File: src/sv/dca_pkg.sv
`timescale 1ns / 1ps
// Shared types, constants and calendar helper functions for the date unit.
// Used by every pipeline module; depends on nothing.
package dca_pkg;

    localparam int YEAR_FLOOR = 1;

    // 25 is odd, so it has an inverse mod 2^16; y*INV25 lands at or below
    // DIV25_MAX exactly when y is a multiple of 25
    localparam logic [15:0] INV25     = 16'd23593;
    localparam logic [15:0] DIV25_MAX = 16'd2621;

    typedef logic [15:0] year_t;
    typedef logic [24:0] dnum_t;

    typedef enum logic [1:0] {
        MODE_DAYS   = 2'd0,
        MODE_MONTHS = 2'd1,
        MODE_YEARS  = 2'd2,
        MODE_NONE   = 2'd3
    } mode_t;

    typedef struct packed {
        logic       day_mode;
        dnum_t      dn;
        year_t      alt_y;
        logic [3:0] alt_m;
        logic [4:0] alt_d;
        logic       sat;
        logic       in_ok;
    } norm_out_t;

    typedef struct packed {
        year_t      y;
        logic [3:0] m;
        logic [4:0] d;
        logic       sat;
        logic       in_ok;
    } date_out_t;

    function automatic logic is_leap(input year_t y);
        logic [15:0] prod;
        logic        div25;
        begin
            prod  = 16'(y * INV25);
            div25 = (prod <= DIV25_MAX);
            return (y[1:0] == 2'd0) && (!div25 || (y[3:0] == 4'd0));
        end
    endfunction

    function automatic logic [4:0] month_len(input logic [3:0] m, input logic leap);
        logic [4:0] len;
        begin
            unique case (m)
                4'd4, 4'd6, 4'd9, 4'd11: len = 5'd30;
                4'd2:                    len = leap ? 5'd29 : 5'd28;
                default:                 len = 5'd31;
            endcase
            return len;
        end
    endfunction

    // days in the year before the first of month m
    function automatic logic [8:0] ordinal(input logic [3:0] m, input logic leap);
        logic [8:0] base;
        begin
            unique case (m)
                4'd2:    base = 9'd31;
                4'd3:    base = 9'd59;
                4'd4:    base = 9'd90;
                4'd5:    base = 9'd120;
                4'd6:    base = 9'd151;
                4'd7:    base = 9'd181;
                4'd8:    base = 9'd212;
                4'd9:    base = 9'd243;
                4'd10:   base = 9'd273;
                4'd11:   base = 9'd304;
                4'd12:   base = 9'd334;
                default: base = 9'd0;
            endcase
            return base + 9'((m > 4'd2) && leap);
        end
    endfunction

    // estimate of p/100, low by at most one
    function automatic logic [9:0] q100_est(input year_t p);
        logic [25:0] prod;
        begin
            prod = 26'(p) * 26'd655;
            return prod[25:16];
        end
    endfunction

    // days from year 1 to January 1 of year p+1
    function automatic dnum_t dby_fix(input year_t p, input logic [9:0] qe);
        logic [16:0] r;
        logic [9:0]  q;
        begin
            r = 17'(p) - 17'(qe) * 17'd100;
            q = (r >= 17'd100) ? qe + 10'd1 : qe;
            return 25'(p) * 25'd365 + 25'(p >> 2) - 25'(q) + 25'(q >> 2);
        end
    endfunction

    // x mod 7 given an estimate of x/7 low by at most one
    function automatic logic [2:0] mod7_fix(input dnum_t x, input logic [22:0] qe);
        logic [24:0] r;
        begin
            r = x - 25'(qe) * 25'd7;
            return (r[3:0] >= 4'd7) ? 3'(r[3:0] - 4'd7) : r[2:0];
        end
    endfunction

endpackage

File: src/sv/dca_norm.sv
`timescale 1ns / 1ps
// Front stages: input clamping and check, day number and month/year adds.
// Depends on dca_pkg.
module dca_norm import dca_pkg::*; #(
    parameter int YEAR_LIMIT = 9999
) (
    input  logic               clk,
    input  logic               rst_n,
    input  logic               in_valid,
    output logic               in_stall,
    input  logic [1:0]         mode,
    input  logic [13:0]        year,
    input  logic [3:0]         month,
    input  logic [4:0]         day,
    input  logic signed [22:0] offset,
    output logic               out_valid,
    input  logic               out_stall,
    output norm_out_t          out_data
);

    localparam int NS = 4;
    localparam year_t YMAX = year_t'(YEAR_LIMIT);
    localparam year_t YMIN = year_t'(YEAR_FLOOR);
    localparam logic signed [26:0] T1_MIN = 27'(YEAR_FLOOR * 12);
    localparam logic signed [26:0] T1_MAX = 27'(YEAR_LIMIT * 12 + 11);
    localparam logic signed [26:0] T2_MIN = 27'(YEAR_FLOOR);
    localparam logic signed [26:0] T2_MAX = 27'(YEAR_LIMIT);
    localparam int DN_HI_I = YEAR_LIMIT * 365 + YEAR_LIMIT / 4 - YEAR_LIMIT / 100
                             + YEAR_LIMIT / 400 - 1;
    localparam logic signed [26:0] DN_HI = 27'(DN_HI_I);

    logic [NS-1:0] v_reg;
    logic [NS:0]   hold;
    logic [NS-1:0] en;

    always_comb
    begin
        hold[NS] = out_stall;
        for (int k = NS - 1; k >= 0; k--)
        begin
            hold[k] = v_reg[k] & hold[k+1];
        end
        en = ~hold[NS-1:0];
    end

    assign in_stall  = hold[0];
    assign out_valid = v_reg[NS-1];

    always_ff @(posedge clk or negedge rst_n)
    begin
        if (!rst_n)
        begin
            v_reg <= '0;
        end
        else
        begin
            if (en[0])
            begin
                v_reg[0] <= in_valid;
            end
            for (int k = 1; k < NS; k++)
            begin
                if (en[k])
                begin
                    v_reg[k] <= v_reg[k-1];
                end
            end
        end
    end

    // stage A: clamp and check
    year_t             y_ext;
    year_t             a_y_next;
    logic [3:0]        a_m_next;
    logic [4:0]        a_d_next;
    logic              a_leap_next;
    logic [4:0]        a_mlen;
    mode_t             a_mode_reg;
    year_t             a_y_reg;
    logic [3:0]        a_m_reg;
    logic [4:0]        a_d_reg;
    logic signed [22:0] a_off_reg;
    logic              a_ok_reg;
    logic              a_leap_reg;

    always_comb
    begin
        y_ext       = year_t'(year);
        a_y_next    = (y_ext < YMIN) ? YMIN : ((y_ext > YMAX) ? YMAX : y_ext);
        a_m_next    = (month == 4'd0) ? 4'd1 : ((month > 4'd12) ? 4'd12 : month);
        a_leap_next = is_leap(a_y_next);
        a_mlen      = month_len(a_m_next, a_leap_next);
        a_d_next    = (day == 5'd0) ? 5'd1 : ((day > a_mlen) ? a_mlen : day);
    end

    always_ff @(posedge clk)
    begin
        if (en[0])
        begin
            a_mode_reg <= mode_t'(mode);
            a_y_reg    <= a_y_next;
            a_m_reg    <= a_m_next;
            a_d_reg    <= a_d_next;
            a_off_reg  <= offset;
            a_ok_reg   <= (y_ext == a_y_next) && (month == a_m_next) && (day == a_d_next);
            a_leap_reg <= a_leap_next;
        end
    end

    // stage B
    year_t              b_p_next;
    mode_t              b_mode_reg;
    year_t              b_y_reg;
    logic [3:0]         b_m_reg;
    logic [4:0]         b_d_reg;
    logic signed [22:0] b_off_reg;
    logic               b_ok_reg;
    year_t              b_p_reg;
    logic [9:0]         b_qe_reg;
    logic [8:0]         b_ord_reg;
    logic signed [26:0] b_t1_reg;
    logic signed [26:0] b_t2_reg;

    assign b_p_next = a_y_reg - 16'd1;

    always_ff @(posedge clk)
    begin
        if (en[1])
        begin
            b_mode_reg <= a_mode_reg;
            b_y_reg    <= a_y_reg;
            b_m_reg    <= a_m_reg;
            b_d_reg    <= a_d_reg;
            b_off_reg  <= a_off_reg;
            b_ok_reg   <= a_ok_reg;
            b_p_reg    <= b_p_next;
            b_qe_reg   <= q100_est(b_p_next);
            b_ord_reg  <= ordinal(a_m_reg, a_leap_reg);
            b_t1_reg   <= 27'(a_y_reg) * 27'd12 + 27'(a_m_reg) - 27'd1 + 27'(a_off_reg);
            b_t2_reg   <= 27'(a_y_reg) + 27'(a_off_reg);
        end
    end

    // stage C
    logic [36:0]        c_prod;
    mode_t              c_mode_reg;
    year_t              c_y_reg;
    logic [3:0]         c_m_reg;
    logic [4:0]         c_d_reg;
    logic signed [22:0] c_off_reg;
    logic               c_ok_reg;
    dnum_t              c_dby_reg;
    logic [8:0]         c_ord_reg;
    logic               c_lo1_reg;
    logic               c_hi1_reg;
    logic               c_lo2_reg;
    logic               c_hi2_reg;
    logic [19:0]        c_u_reg;
    logic [15:0]        c_q12e_reg;
    year_t              c_ny2_reg;

    assign c_prod = 37'(b_t1_reg[19:0]) * 37'd87381;

    always_ff @(posedge clk)
    begin
        if (en[2])
        begin
            c_mode_reg <= b_mode_reg;
            c_y_reg    <= b_y_reg;
            c_m_reg    <= b_m_reg;
            c_d_reg    <= b_d_reg;
            c_off_reg  <= b_off_reg;
            c_ok_reg   <= b_ok_reg;
            c_dby_reg  <= dby_fix(b_p_reg, b_qe_reg);
            c_ord_reg  <= b_ord_reg;
            c_lo1_reg  <= b_t1_reg < T1_MIN;
            c_hi1_reg  <= b_t1_reg > T1_MAX;
            c_lo2_reg  <= b_t2_reg < T2_MIN;
            c_hi2_reg  <= b_t2_reg > T2_MAX;
            c_u_reg    <= b_t1_reg[19:0];
            c_q12e_reg <= c_prod[35:20];
            c_ny2_reg  <= b_t2_reg[15:0];
        end
    end

    // stage D
    logic signed [26:0] dn_s;
    logic               lo0;
    logic               hi0;
    logic [19:0]        r12;
    year_t              ny1;
    logic [3:0]         nm1;
    norm_out_t          d_next;
    norm_out_t          d_out_reg;

    always_comb
    begin
        dn_s = 27'(c_dby_reg) + 27'(c_ord_reg) + 27'(c_d_reg) - 27'd1 + 27'(c_off_reg);
        lo0  = dn_s < 27'sd0;
        hi0  = dn_s > DN_HI;
        r12  = c_u_reg - 20'(c_q12e_reg) * 20'd12;
        if (r12 >= 20'd12)
        begin
            ny1 = c_q12e_reg + 16'd1;
            nm1 = 4'(r12 - 20'd12) + 4'd1;
        end
        else
        begin
            ny1 = c_q12e_reg;
            nm1 = r12[3:0] + 4'd1;
        end

        d_next.day_mode = (c_mode_reg == MODE_DAYS);
        d_next.in_ok    = c_ok_reg;
        d_next.dn       = lo0 ? '0 : (hi0 ? DN_HI[24:0] : dn_s[24:0]);
        d_next.alt_y    = c_y_reg;
        d_next.alt_m    = c_m_reg;
        d_next.alt_d    = c_d_reg;
        d_next.sat      = 1'b0;
        unique case (c_mode_reg)
            MODE_DAYS:
            begin
                d_next.sat = lo0 | hi0;
            end
            MODE_MONTHS:
            begin
                priority if (c_lo1_reg)
                begin
                    d_next.alt_y = YMIN;
                    d_next.alt_m = 4'd1;
                    d_next.alt_d = 5'd1;
                    d_next.sat   = 1'b1;
                end
                else if (c_hi1_reg)
                begin
                    d_next.alt_y = YMAX;
                    d_next.alt_m = 4'd12;
                    d_next.alt_d = 5'd31;
                    d_next.sat   = 1'b1;
                end
                else
                begin
                    d_next.alt_y = ny1;
                    d_next.alt_m = nm1;
                end
            end
            MODE_YEARS:
            begin
                priority if (c_lo2_reg)
                begin
                    d_next.alt_y = YMIN;
                    d_next.alt_m = 4'd1;
                    d_next.alt_d = 5'd1;
                    d_next.sat   = 1'b1;
                end
                else if (c_hi2_reg)
                begin
                    d_next.alt_y = YMAX;
                    d_next.alt_m = 4'd12;
                    d_next.alt_d = 5'd31;
                    d_next.sat   = 1'b1;
                end
                else
                begin
                    d_next.alt_y = c_ny2_reg;
                end
            end
            MODE_NONE:
            begin
                d_next.sat = 1'b0;
            end
        endcase
    end

    always_ff @(posedge clk)
    begin
        if (en[3])
        begin
            d_out_reg <= d_next;
        end
    end

    assign out_data = d_out_reg;

endmodule

File: src/sv/dca_fdn.sv
`timescale 1ns / 1ps
// Day number to calendar date in eight stages, plus day clamp of the
// month/year add result. Depends on dca_pkg.
module dca_fdn import dca_pkg::*; (
    input  logic      clk,
    input  logic      rst_n,
    input  logic      in_valid,
    output logic      in_stall,
    input  norm_out_t in_data,
    output logic      out_valid,
    input  logic      out_stall,
    output date_out_t out_data
);

    localparam int NS = 8;

    logic [NS-1:0] v_reg;
    logic [NS:0]   hold;
    logic [NS-1:0] en;

    always_comb
    begin
        hold[NS] = out_stall;
        for (int k = NS - 1; k >= 0; k--)
        begin
            hold[k] = v_reg[k] & hold[k+1];
        end
        en = ~hold[NS-1:0];
    end

    assign in_stall  = hold[0];
    assign out_valid = v_reg[NS-1];

    always_ff @(posedge clk or negedge rst_n)
    begin
        if (!rst_n)
        begin
            v_reg <= '0;
        end
        else
        begin
            if (en[0])
            begin
                v_reg[0] <= in_valid;
            end
            for (int k = 1; k < NS; k++)
            begin
                if (en[k])
                begin
                    v_reg[k] <= v_reg[k-1];
                end
            end
        end
    end

    // E: 400-year cycle estimate, clamp day of month/year result
    logic [32:0] e_prod;
    logic [4:0]  e_mlen;
    norm_out_t   e_car_next;
    norm_out_t   e_car_reg;
    logic [7:0]  e_q_reg;

    always_comb
    begin
        e_prod     = 33'(in_data.dn) * 33'd229;
        e_mlen     = month_len(in_data.alt_m, is_leap(in_data.alt_y));
        e_car_next = in_data;
        if (in_data.alt_d > e_mlen)
        begin
            e_car_next.alt_d = e_mlen;
        end
    end

    always_ff @(posedge clk)
    begin
        if (en[0])
        begin
            e_car_reg <= e_car_next;
            e_q_reg   <= e_prod[32:25];
        end
    end

    // F
    logic [25:0] f_rraw;
    norm_out_t   f_car_reg;
    logic [7:0]  f_n400_reg;
    logic [17:0] f_r_reg;

    assign f_rraw = 26'(e_car_reg.dn) - 26'(e_q_reg) * 26'd146097;

    always_ff @(posedge clk)
    begin
        if (en[1])
        begin
            f_car_reg <= e_car_reg;
            if (f_rraw >= 26'd146097)
            begin
                f_n400_reg <= e_q_reg + 8'd1;
                f_r_reg    <= 18'(f_rraw - 26'd146097);
            end
            else
            begin
                f_n400_reg <= e_q_reg;
                f_r_reg    <= 18'(f_rraw);
            end
        end
    end

    // G: century
    logic [1:0]  g_n100_next;
    logic [17:0] g_rraw;
    norm_out_t   g_car_reg;
    logic [7:0]  g_n400_reg;
    logic [1:0]  g_n100_reg;
    logic [15:0] g_r_reg;

    always_comb
    begin
        g_n100_next = (f_r_reg >= 18'd109572) ? 2'd3 :
                      (f_r_reg >= 18'd73048)  ? 2'd2 :
                      (f_r_reg >= 18'd36524)  ? 2'd1 : 2'd0;
        g_rraw      = f_r_reg - 18'(g_n100_next) * 18'd36524;
    end

    always_ff @(posedge clk)
    begin
        if (en[2])
        begin
            g_car_reg  <= f_car_reg;
            g_n400_reg <= f_n400_reg;
            g_n100_reg <= g_n100_next;
            g_r_reg    <= g_rraw[15:0];
        end
    end

    // H: 4-year estimate
    logic [21:0] h_prod;
    norm_out_t   h_car_reg;
    logic [7:0]  h_n400_reg;
    logic [1:0]  h_n100_reg;
    logic [15:0] h_r_reg;
    logic [4:0]  h_n4e_reg;

    assign h_prod = 22'(g_r_reg) * 22'd44;

    always_ff @(posedge clk)
    begin
        if (en[3])
        begin
            h_car_reg  <= g_car_reg;
            h_n400_reg <= g_n400_reg;
            h_n100_reg <= g_n100_reg;
            h_r_reg    <= g_r_reg;
            h_n4e_reg  <= h_prod[20:16];
        end
    end

    // I
    logic [15:0] i_rraw;
    norm_out_t   i_car_reg;
    logic [7:0]  i_n400_reg;
    logic [1:0]  i_n100_reg;
    logic [4:0]  i_n4_reg;
    logic [10:0] i_r_reg;

    assign i_rraw = h_r_reg - 16'(h_n4e_reg) * 16'd1461;

    always_ff @(posedge clk)
    begin
        if (en[4])
        begin
            i_car_reg  <= h_car_reg;
            i_n400_reg <= h_n400_reg;
            i_n100_reg <= h_n100_reg;
            if (i_rraw >= 16'd1461)
            begin
                i_n4_reg <= h_n4e_reg + 5'd1;
                i_r_reg  <= 11'(i_rraw - 16'd1461);
            end
            else
            begin
                i_n4_reg <= h_n4e_reg;
                i_r_reg  <= 11'(i_rraw);
            end
        end
    end

    // J: year within the 4-year group, assemble year
    logic [1:0]  j_n1;
    logic [10:0] j_rraw;
    logic [16:0] j_ysum;
    norm_out_t   j_car_reg;
    year_t       j_y_reg;
    logic [8:0]  j_r_reg;

    always_comb
    begin
        j_n1   = (i_r_reg >= 11'd1095) ? 2'd3 :
                 (i_r_reg >= 11'd730)  ? 2'd2 :
                 (i_r_reg >= 11'd365)  ? 2'd1 : 2'd0;
        j_rraw = i_r_reg - 11'(j_n1) * 11'd365;
        j_ysum = 17'(i_n400_reg) * 17'd400 + 17'(i_n100_reg) * 17'd100
                 + 17'(i_n4_reg) * 17'd4 + 17'(j_n1) + 17'd1;
    end

    always_ff @(posedge clk)
    begin
        if (en[5])
        begin
            j_car_reg <= i_car_reg;
            j_y_reg   <= j_ysum[15:0];
            j_r_reg   <= j_rraw[8:0];
        end
    end

    // K
    norm_out_t k_car_reg;
    year_t     k_y_reg;
    logic [8:0] k_r_reg;
    logic      k_leap_reg;

    always_ff @(posedge clk)
    begin
        if (en[6])
        begin
            k_car_reg  <= j_car_reg;
            k_y_reg    <= j_y_reg;
            k_r_reg    <= j_r_reg;
            k_leap_reg <= is_leap(j_y_reg);
        end
    end

    // L: month search, select result
    logic [3:0] l_mo;
    logic [8:0] l_dd;
    date_out_t  l_next;
    date_out_t  l_out_reg;

    always_comb
    begin
        l_mo = 4'd1;
        for (int i = 2; i <= 12; i++)
        begin
            if (ordinal(4'(i), k_leap_reg) <= k_r_reg)
            begin
                l_mo = 4'(i);
            end
        end
        l_dd         = k_r_reg - ordinal(l_mo, k_leap_reg) + 9'd1;
        l_next.sat   = k_car_reg.sat;
        l_next.in_ok = k_car_reg.in_ok;
        if (k_car_reg.day_mode)
        begin
            l_next.y = k_y_reg;
            l_next.m = l_mo;
            l_next.d = l_dd[4:0];
        end
        else
        begin
            l_next.y = k_car_reg.alt_y;
            l_next.m = k_car_reg.alt_m;
            l_next.d = k_car_reg.alt_d;
        end
    end

    always_ff @(posedge clk)
    begin
        if (en[7])
        begin
            l_out_reg <= l_next;
        end
    end

    assign out_data = l_out_reg;

endmodule

File: src/sv/dca_prop.sv
`timescale 1ns / 1ps
// Result date properties: leap, month length, day of year, weekday, week.
// Depends on dca_pkg.
module dca_prop import dca_pkg::*; (
    input  logic        clk,
    input  logic        rst_n,
    input  logic        in_valid,
    output logic        in_stall,
    input  date_out_t   in_data,
    output logic        out_valid,
    input  logic        out_stall,
    output logic [13:0] new_year,
    output logic [3:0]  new_month,
    output logic [4:0]  new_day,
    output logic [2:0]  weekday,
    output logic [8:0]  day_of_year,
    output logic [5:0]  week_of_year,
    output logic        leap_flag,
    output logic [4:0]  month_length,
    output logic        input_valid,
    output logic        range_flag
);

    localparam int NS = 5;

    logic [NS-1:0] v_reg;
    logic [NS:0]   hold;
    logic [NS-1:0] en;

    always_comb
    begin
        hold[NS] = out_stall;
        for (int k = NS - 1; k >= 0; k--)
        begin
            hold[k] = v_reg[k] & hold[k+1];
        end
        en = ~hold[NS-1:0];
    end

    assign in_stall  = hold[0];
    assign out_valid = v_reg[NS-1];

    always_ff @(posedge clk or negedge rst_n)
    begin
        if (!rst_n)
        begin
            v_reg <= '0;
        end
        else
        begin
            if (en[0])
            begin
                v_reg[0] <= in_valid;
            end
            for (int k = 1; k < NS; k++)
            begin
                if (en[k])
                begin
                    v_reg[k] <= v_reg[k-1];
                end
            end
        end
    end

    // stage 0
    year_t      p0_p_next;
    date_out_t  p0_car_reg;
    logic       p0_leap_reg;
    year_t      p0_p_reg;
    logic [9:0] p0_qe_reg;

    assign p0_p_next = in_data.y - 16'd1;

    always_ff @(posedge clk)
    begin
        if (en[0])
        begin
            p0_car_reg  <= in_data;
            p0_leap_reg <= is_leap(in_data.y);
            p0_p_reg    <= p0_p_next;
            p0_qe_reg   <= q100_est(p0_p_next);
        end
    end

    // stage 1
    date_out_t  p1_car_reg;
    logic       p1_leap_reg;
    dnum_t      p1_dby_reg;
    logic [8:0] p1_doy_reg;
    logic [4:0] p1_mlen_reg;

    always_ff @(posedge clk)
    begin
        if (en[1])
        begin
            p1_car_reg  <= p0_car_reg;
            p1_leap_reg <= p0_leap_reg;
            p1_dby_reg  <= dby_fix(p0_p_reg, p0_qe_reg);
            p1_doy_reg  <= ordinal(p0_car_reg.m, p0_leap_reg) + 9'(p0_car_reg.d);
            p1_mlen_reg <= month_len(p0_car_reg.m, p0_leap_reg);
        end
    end

    // stage 2: mod 7 estimates
    dnum_t       p2_x1_next;
    dnum_t       p2_x2_next;
    logic [47:0] p2_prod1;
    logic [47:0] p2_prod2;
    date_out_t   p2_car_reg;
    logic        p2_leap_reg;
    logic [8:0]  p2_doy_reg;
    logic [4:0]  p2_mlen_reg;
    dnum_t       p2_x1_reg;
    dnum_t       p2_x2_reg;
    logic [22:0] p2_q1_reg;
    logic [22:0] p2_q2_reg;

    always_comb
    begin
        p2_x1_next = p1_dby_reg + 25'd1;
        p2_x2_next = p1_dby_reg + 25'(p1_doy_reg);
        p2_prod1   = 48'(p2_x1_next) * 48'd4793490;
        p2_prod2   = 48'(p2_x2_next) * 48'd4793490;
    end

    always_ff @(posedge clk)
    begin
        if (en[2])
        begin
            p2_car_reg  <= p1_car_reg;
            p2_leap_reg <= p1_leap_reg;
            p2_doy_reg  <= p1_doy_reg;
            p2_mlen_reg <= p1_mlen_reg;
            p2_x1_reg   <= p2_x1_next;
            p2_x2_reg   <= p2_x2_next;
            p2_q1_reg   <= p2_prod1[47:25];
            p2_q2_reg   <= p2_prod2[47:25];
        end
    end

    // stage 3
    logic [2:0] p3_jan1;
    logic [2:0] p3_adj;
    date_out_t  p3_car_reg;
    logic       p3_leap_reg;
    logic [8:0] p3_doy_reg;
    logic [4:0] p3_mlen_reg;
    logic [2:0] p3_wd_reg;
    logic [8:0] p3_n_reg;

    always_comb
    begin
        p3_jan1 = mod7_fix(p2_x1_reg, p2_q1_reg);
        p3_adj  = (p3_jan1 == 3'd0) ? 3'd6 : p3_jan1 - 3'd1;
    end

    always_ff @(posedge clk)
    begin
        if (en[3])
        begin
            p3_car_reg  <= p2_car_reg;
            p3_leap_reg <= p2_leap_reg;
            p3_doy_reg  <= p2_doy_reg;
            p3_mlen_reg <= p2_mlen_reg;
            p3_wd_reg   <= mod7_fix(p2_x2_reg, p2_q2_reg);
            p3_n_reg    <= p2_doy_reg - 9'd1 + 9'(p3_adj);
        end
    end

    // stage 4: week number, n/7 as n*293>>11 (exact below 685)
    logic [17:0] p4_prod;
    date_out_t   o_car_reg;
    logic        o_leap_reg;
    logic [8:0]  o_doy_reg;
    logic [4:0]  o_mlen_reg;
    logic [2:0]  o_wd_reg;
    logic [5:0]  o_week_reg;

    assign p4_prod = 18'(p3_n_reg) * 18'd293;

    always_ff @(posedge clk)
    begin
        if (en[4])
        begin
            o_car_reg  <= p3_car_reg;
            o_leap_reg <= p3_leap_reg;
            o_doy_reg  <= p3_doy_reg;
            o_mlen_reg <= p3_mlen_reg;
            o_wd_reg   <= p3_wd_reg;
            o_week_reg <= 6'(p4_prod[17:11]) + 6'd1;
        end
    end

    assign new_year     = o_car_reg.y[13:0];
    assign new_month    = o_car_reg.m;
    assign new_day      = o_car_reg.d;
    assign weekday      = o_wd_reg;
    assign day_of_year  = o_doy_reg;
    assign week_of_year = o_week_reg;
    assign leap_flag    = o_leap_reg;
    assign month_length = o_mlen_reg;
    assign input_valid  = o_car_reg.in_ok;
    assign range_flag   = o_car_reg.sat;

endmodule

File: src/sv/calendar_date_arithmetic_unit.sv
`timescale 1ns / 1ps
// Top level of the Gregorian date add and weekday unit.
// Depends on dca_pkg, dca_norm, dca_fdn and dca_prop.

// A fully pipelined unit: one transaction is accepted every clock cycle
// unless stalled; its result passes 4 stages of clamping and add, 8 stages
// of day number to date conversion and 5 of weekday and week numbering.
// Stall from the result side backs up stage by stage, so empty stages still
// fill while the output waits. Result years above YEAR_LIMIT and below 1
// saturate and raise range_flag; new_year carries the year's low 14 bits.
module calendar_date_arithmetic_unit import dca_pkg::*; #(
    parameter int YEAR_LIMIT = 9999
) (
    input  logic               clk,
    input  logic               rst_n,
    input  logic               item_valid,
    output logic               item_stall,
    input  logic [1:0]         mode,
    input  logic [13:0]        year,
    input  logic [3:0]         month,
    input  logic [4:0]         day,
    input  logic signed [22:0] offset,
    output logic               result_valid,
    input  logic               result_stall,
    output logic [13:0]        new_year,
    output logic [3:0]         new_month,
    output logic [4:0]         new_day,
    output logic [2:0]         weekday,
    output logic [8:0]         day_of_year,
    output logic [5:0]         week_of_year,
    output logic               leap_flag,
    output logic [4:0]         month_length,
    output logic               input_valid,
    output logic               range_flag
);

    logic      norm_valid;
    logic      norm_stall;
    norm_out_t norm_data;
    logic      fdn_valid;
    logic      fdn_stall;
    date_out_t fdn_data;

    dca_norm #(
        .YEAR_LIMIT(YEAR_LIMIT)
    ) u_norm (
        .clk      (clk),
        .rst_n    (rst_n),
        .in_valid (item_valid),
        .in_stall (item_stall),
        .mode     (mode),
        .year     (year),
        .month    (month),
        .day      (day),
        .offset   (offset),
        .out_valid(norm_valid),
        .out_stall(norm_stall),
        .out_data (norm_data)
    );

    dca_fdn u_fdn (
        .clk      (clk),
        .rst_n    (rst_n),
        .in_valid (norm_valid),
        .in_stall (norm_stall),
        .in_data  (norm_data),
        .out_valid(fdn_valid),
        .out_stall(fdn_stall),
        .out_data (fdn_data)
    );

    dca_prop u_prop (
        .clk         (clk),
        .rst_n       (rst_n),
        .in_valid    (fdn_valid),
        .in_stall    (fdn_stall),
        .in_data     (fdn_data),
        .out_valid   (result_valid),
        .out_stall   (result_stall),
        .new_year    (new_year),
        .new_month   (new_month),
        .new_day     (new_day),
        .weekday     (weekday),
        .day_of_year (day_of_year),
        .week_of_year(week_of_year),
        .leap_flag   (leap_flag),
        .month_length(month_length),
        .input_valid (input_valid),
        .range_flag  (range_flag)
    );

endmodule

File: config.mk
export PLATFORM = sky130hd
export DESIGN_NAME = calendar_date_arithmetic_unit
export DESIGN_NICKNAME = d
export VERILOG_FILES = /design/src/sv/dca_pkg.sv /design/src/sv/dca_norm.sv /design/src/sv/dca_fdn.sv /design/src/sv/dca_prop.sv /design/src/sv/calendar_date_arithmetic_unit.sv
export SDC_FILE = /design/constraint.sdc
export NUM_CORES = 2
export LEC_CHECK = 0
export BUFFER_PORTS_ARGS = -buffer_cell sky130_fd_sc_hd__buf_2
export CORE_UTILIZATION = 35
export CTS_CLUSTER_DIAMETER = 40
export DETAILED_ROUTE_END_ITERATION = 6
export PLACE_DENSITY_LB_ADDON = 0.1
export SYNTH_ARGS = -nofsm -noshare
export SYNTH_HDL_FRONTEND = slang
export SYNTH_HIERARCHICAL = 1
export SYNTH_SLANG_ARGS = --single-unit
export TNS_END_PERCENT = 100
File: constraint.sdc
create_clock -name clk -period 29.6 [get_ports clk]
set_input_delay 7.4 -clock clk [delete_from_list [all_inputs] [get_ports clk]]
set_output_delay 7.4 -clock clk [all_outputs]
set_load 0.005 [all_outputs]
Word level (Yosys, flattened, before mapping)

Memory sizes are Yosys's and may differ from the RTL's. A register that Yosys moved wholly into a read port is not among the register bits.
Cells that the tools add are included.

Logic and storage cells: 438
Output and inout bits: 51
Flip-flop bits (word level): 1131
Input port bits: 52
Memory bits (read-only): 432
Memories: 3

Memories:

| name            | words | bits a word | rd ports | clocked after Yosys merged registers in | write ports | RTL line      | source |
|---|---|---|---|---|---|---|---|
| (no name shown) | 16    | 9           | 1        | 0                                       | 0           | dca_pkg.sv:67 | `unique case (m)` |
| (no name shown) | 16    | 9           | 1        | 1                                       | 0           | dca_pkg.sv:67 |  |
| (no name shown) | 16    | 9           | 1        | 1                                       | 0           | dca_pkg.sv:67 |  |

Equality and inequality tests: 21
Add/subtract/negate cells: 63
Multiply operators: 26
$lt $le $gt $ge: 42
Mux-type cells: 55
Bitwise gates (word level): 21
Reductions and logical operators: 33

Operators with widths:

| cell                                                   | number |
|---|---|
| multiplier 25 x 22 -> 47 bit (second input constant)   | 2 |
| <= comparator 16 x 12 -> 1 bit (second input constant) | 4 |
| multiplier 16 x 15 -> 16 bit (second input constant)   | 4 |
| <= comparator 9 bit                                    | 7 |
| adder 27 bit                                           | 2 |
| subtractor 27 x 1 -> 27 bit (second input constant)    | 2 |
| multiplier 16 x 10 -> 26 bit (second input constant)   | 2 |
| two-way mux 26 bit                                     | 2 |
| adder 25 x 14 -> 25 bit                                | 2 |
| adder 25 x 8 -> 25 bit                                 | 2 |
| multiplier 16 x 9 -> 25 bit (second input constant)    | 2 |
| case mux 25 bit (2 select lines)                       | 1 |
| subtractor 25 x 10 -> 25 bit                           | 2 |
| two-way mux 16 bit                                     | 3 |
| multiplier 23 x 3 -> 4 bit (second input constant)     | 2 |
| two-way mux 4 bit                                      | 10 |
| adder 8 x 1 -> 9 bit (first input constant)            | 4 |
| >= comparator 18 x 17 -> 1 bit (second input constant) | 2 |
| multiplier 16 x 2 -> 18 bit (second input constant)    | 2 |
| multiplier 20 x 17 -> 36 bit (second input constant)   | 1 |
| >= comparator 17 x 7 -> 1 bit (second input constant)  | 2 |
| subtractor 16 x 17 -> 17 bit                           | 2 |
| multiplier 25 x 8 -> 33 bit (second input constant)    | 1 |
| adder 16 x 1 -> 16 bit (second input constant)         | 2 |
| other kinds (103)                                      | 196 |

Depth between registers and ports, before layout

Depth in word-level cells: 20
Depth in mapped cells: 45
Depth with buffers taken out: 44

Hierarchy

Netlist, hierarchy kept.

By module, submodules not included:

| module   | cells an instance | instances | area an instance (um^2) | seq. area each (um^2) |
|---|---|---|---|---|
| dca_norm | 3389              | 1         | 36742.7                 | 11511.0 |
| dca_prop | 2637              | 1         | 29917.4                 | 8172.8 |
| dca_fdn  | 2407              | 1         | 29679.7                 | 12692.2 |

Worst setup path before layout

No wires, ideal clock.

Path type: input to output
Start point: input result_stall
End point: output item_stall
Arrival: 15.003 ns
Required time: 22.200 ns
Stages: 13
Path buffers: 1
Path slack: 7.197 ns
Path through: and3_1 > nand4_1 > inv_1 > and3_1 > and3_1 > nand3_1 > inv_1 > nand3_1 > inv_1 > and3_1 > nand3_1 > clkbuf_1 > inv_1

Word-level cells in the longest chain between the ends: 17

Ends and longest elaborated chain:

| item                            | RTL line                            | source |
|---|---|---|
| from (decl)                     | calendar_date_arithmetic_unit.sv:24 | `input logic result_stall,` |
| bitwise AND 1 bit (5 in series) | dca_prop.sv:35                      | `hold[k] = v_reg[k] & hold[k+1];` |
| via fdn_stall                   | calendar_date_arithmetic_unit.sv:41 | `logic fdn_stall;` |
| bitwise AND 1 bit (8 in series) | dca_fdn.sv:26                       | `hold[k] = v_reg[k] & hold[k+1];` |
| via norm_stall                  | calendar_date_arithmetic_unit.sv:38 | `logic norm_stall;` |
| bitwise AND 1 bit (4 in series) | dca_norm.sv:41                      | `hold[k] = v_reg[k] & hold[k+1];` |
| to (decl)                       | calendar_date_arithmetic_unit.sv:17 | `output logic item_stall,` |

The timed path passes the listed nets, and every way through them passes these cells.

Worst setup path after layout

Ends and elaborated chain as after synthesis.

==> reports/qor.yml <==
route:
  finalWirelength_um: 215700
  drtPass1Iterations: 7
  via_count: 58613
  viasPerCell: 4.704
  drt_iter0_drc: 2458
  drtAntennaViolNets: 0
  wl_per_cell_um: 17.31
  drc: 0
timing:
  finalCriticalPeriod_ns: 18.00
  tns_ns: 0
  slew_headroom_pct: 20.55
  hold_viol: 0
  fmax_ghz: 0.05555
  setup_ws_ns: 11.60
  worstMarginPinSlew_ns: 1.159
  finalSetupViolCount: 0
  drv_slew: 0
  finClkSkew_ns: 0.08207
  finalCritPeriodShare_pct: 60.82
  rsz0062_at_grt: "no"
cts:
  holdBufCountCts: 0
  clock_path_buffers: 4
  cts_resized: 0
  cts_tree: "built"
  numCtsBuffers: 199
  clockRootBuffer: "clkbuf_16"
  clk_pin_slew_worst_paths_ns: 0.06
  h-tree-depth: 4
  clock_latency_ns: 0.86
  cts_sinks: 1087
  post-cts-setup-buffers: 0
yosys:
  seq_area_frac_synth_pct: 33.61
  avgSynthCellArea_sq_um: 11.42
  synth_cells: 8433
  ys_seq_elements: 1087
  synth_area_sq_mm: 0.09634
  async_reset_ff_share_pct: 1.564
  yosysWarningCount: 6
  synth_edf_count: 1052
  ys.flop_type: "edfxtp_1"
  synth_cell_types: 122
global_route:
  grt_overflow: 0
  antenna_found_initial: 3
  grt_max_degree: 76
  grt_pass1_vias: 62575
  gr-usage-all-layers_pct: 15.78
  grt_pass1_wl_um: 347300
hold_path:
  hold_class: "reg -> reg"
critical_path:
  startpoint_type: "primary input"
  required_ns: 22.20
  end_kind: "primary output"
  ff2ff_setup_slack_ns: 19.21
  worstSetupPathType: "in -> out"
  worstPathMaxFanout: 56
  critPathArrivalTime_ns: 10.60
final_layout:
  final_common_cell: "inv_1"
  drive_gt1_share_pct: 7.000
  final_nets: 11266
  fin_area_sq_mm: 0.1081
  syn2layout_area_growth_pct: 12.19
  diodes: 0
  fillCellCount: 26305
  final_cell_mix: "1769 x inv_1, 1703 x ha_1, 1052 x edfxtp_1"
floorplanning:
  initial_core_util_pct: 35.21
  die_h_um: 526.7
  fp-row-count: 192
  die_w_um: 526.7
  coreArea_sq_mm: 0.2736
  ios: 103
  die_area_sq_mm: 0.2774
run:
  cap_violations: 0
placement:
  pre_cts_ws_ns: 11.54
  place_area_sq_mm: 0.1014
  dp_hpwl_um: 178100
  io_buffers: 99
  place.gp.congestion: 0.8602
run_status:
  status: "completed"
metrics by stage:
step / hold slack [ns] / instances / utilization [%]
2_1_floorplan: 0.4003 / 8437 / -
4_1_cts: 0.3473 / 12461 / 39.50
3_5_place_dp: 0.4045 / 12100 / 37.07
6_report: 0.3618 / 12461 / 39.50
3_3_place_gp: 0.4002 / 12100 / 37.07
5_1_grt: 0.3550 / 12461 / 39.50
Yosys cell counts, drive strengths merged (22+ instances only):
cell type / n / area (sq um)
and3: 42 / 269.0
nor2b: 68 / 425.4
nand4: 58 / 369.1
nand3: 114 / 583.1
or2: 22 / 137.6
o21a: 60 / 450.4
nand2: 250 / 938.4
o211ai: 33 / 280.3
nor4: 31 / 215.2
a31oi: 41 / 262.8
nor3: 125 / 666.9
xor2: 158 / 1384
nor3b: 24 / 180.2
or3: 32 / 200.2
nor2: 289 / 1085
o21ai: 226 / 1139
inv: 1773 / 6655
a21boi: 32 / 244.0
nand2b: 68 / 425.4
o31ai: 26 / 210.2
xnor2: 428 / 3764
edfxtp: 1052 / 31590
fa: 799 / 16000
ha: 1703 / 21310
a21o: 121 / 908.4
mux2: 29 / 326.6
a211oi: 43 / 337.8
buf: 24 / 161.4
clkbuf: 45 / 168.9
a21oi: 327 / 1708
o21bai: 64 / 480.5
critical path, cell delays in order:
cell	delay, ns
buf_2	0.14
and3_1	0.30
nand4_1	0.22
inv_1	0.18
and3_1	0.26
and3_1	0.28
nand3_2	0.09
buf_4	0.34
inv_1	0.23
nand3_4	0.10
inv_1	0.10
and3_1	0.47
nand3_4	0.21
inv_1	0.10
buf_2	0.11
final timing paths:
check / start / end / cells after the start
worst min register to register: u_fdn/e_car_reg[22] / u_fdn/f_car_reg[22] / 0
worst min-delay path: u_fdn/e_car_reg[22] / u_fdn/f_car_reg[22] / 0
min in group asynchronous: rst_n / u_prop/v_reg[4] / 1
worst max register to register: u_prop/p0_qe_reg[3] / u_prop/p1_dby_reg[24] / 36
max in group asynchronous: rst_n / u_norm/v_reg[3] / 1
worst max-delay path: result_stall / item_stall / 15
metal layers:
layer | share of wire (%) | global-route usage [%] | up-vias
met3 | 2.5 | 1.862 | 236
met1 | 48 | 21.32 | 28446
li1 | - | - | 29281
met2 | 48 | 27.03 | 650
met4 | 1.8 | 3.251 | 0
met5 | 0 | 0 | -
layout make-up:
class	count	area, sq um	area share, %
well taps	3589	4491	4.155
repair buffers	143	825.8	0.7640
multi-input cells	5508	57070	52.80
inverters	1773	6660	6.162
clock inverters	149	1580	1.462
clock buffers	212	5080	4.700
flip-flops and latches	1087	32380	29.95
cells by family after synthesis:
kind of cell / share of synthesized area, %
muxes: 0.5156
xor gates and xnor gates: 5.414
DFF: 33.61
and+or+nand+nor: 6.452
AOI/OAI and AO/OA: 8.002
adders and majority gates: 38.75
other: 0.007795
buffers and inverters: 7.251
Power is left out: the tool's default activity adds up to more than one toggle a clock period on the data nets, which glitch-free logic cannot reach.
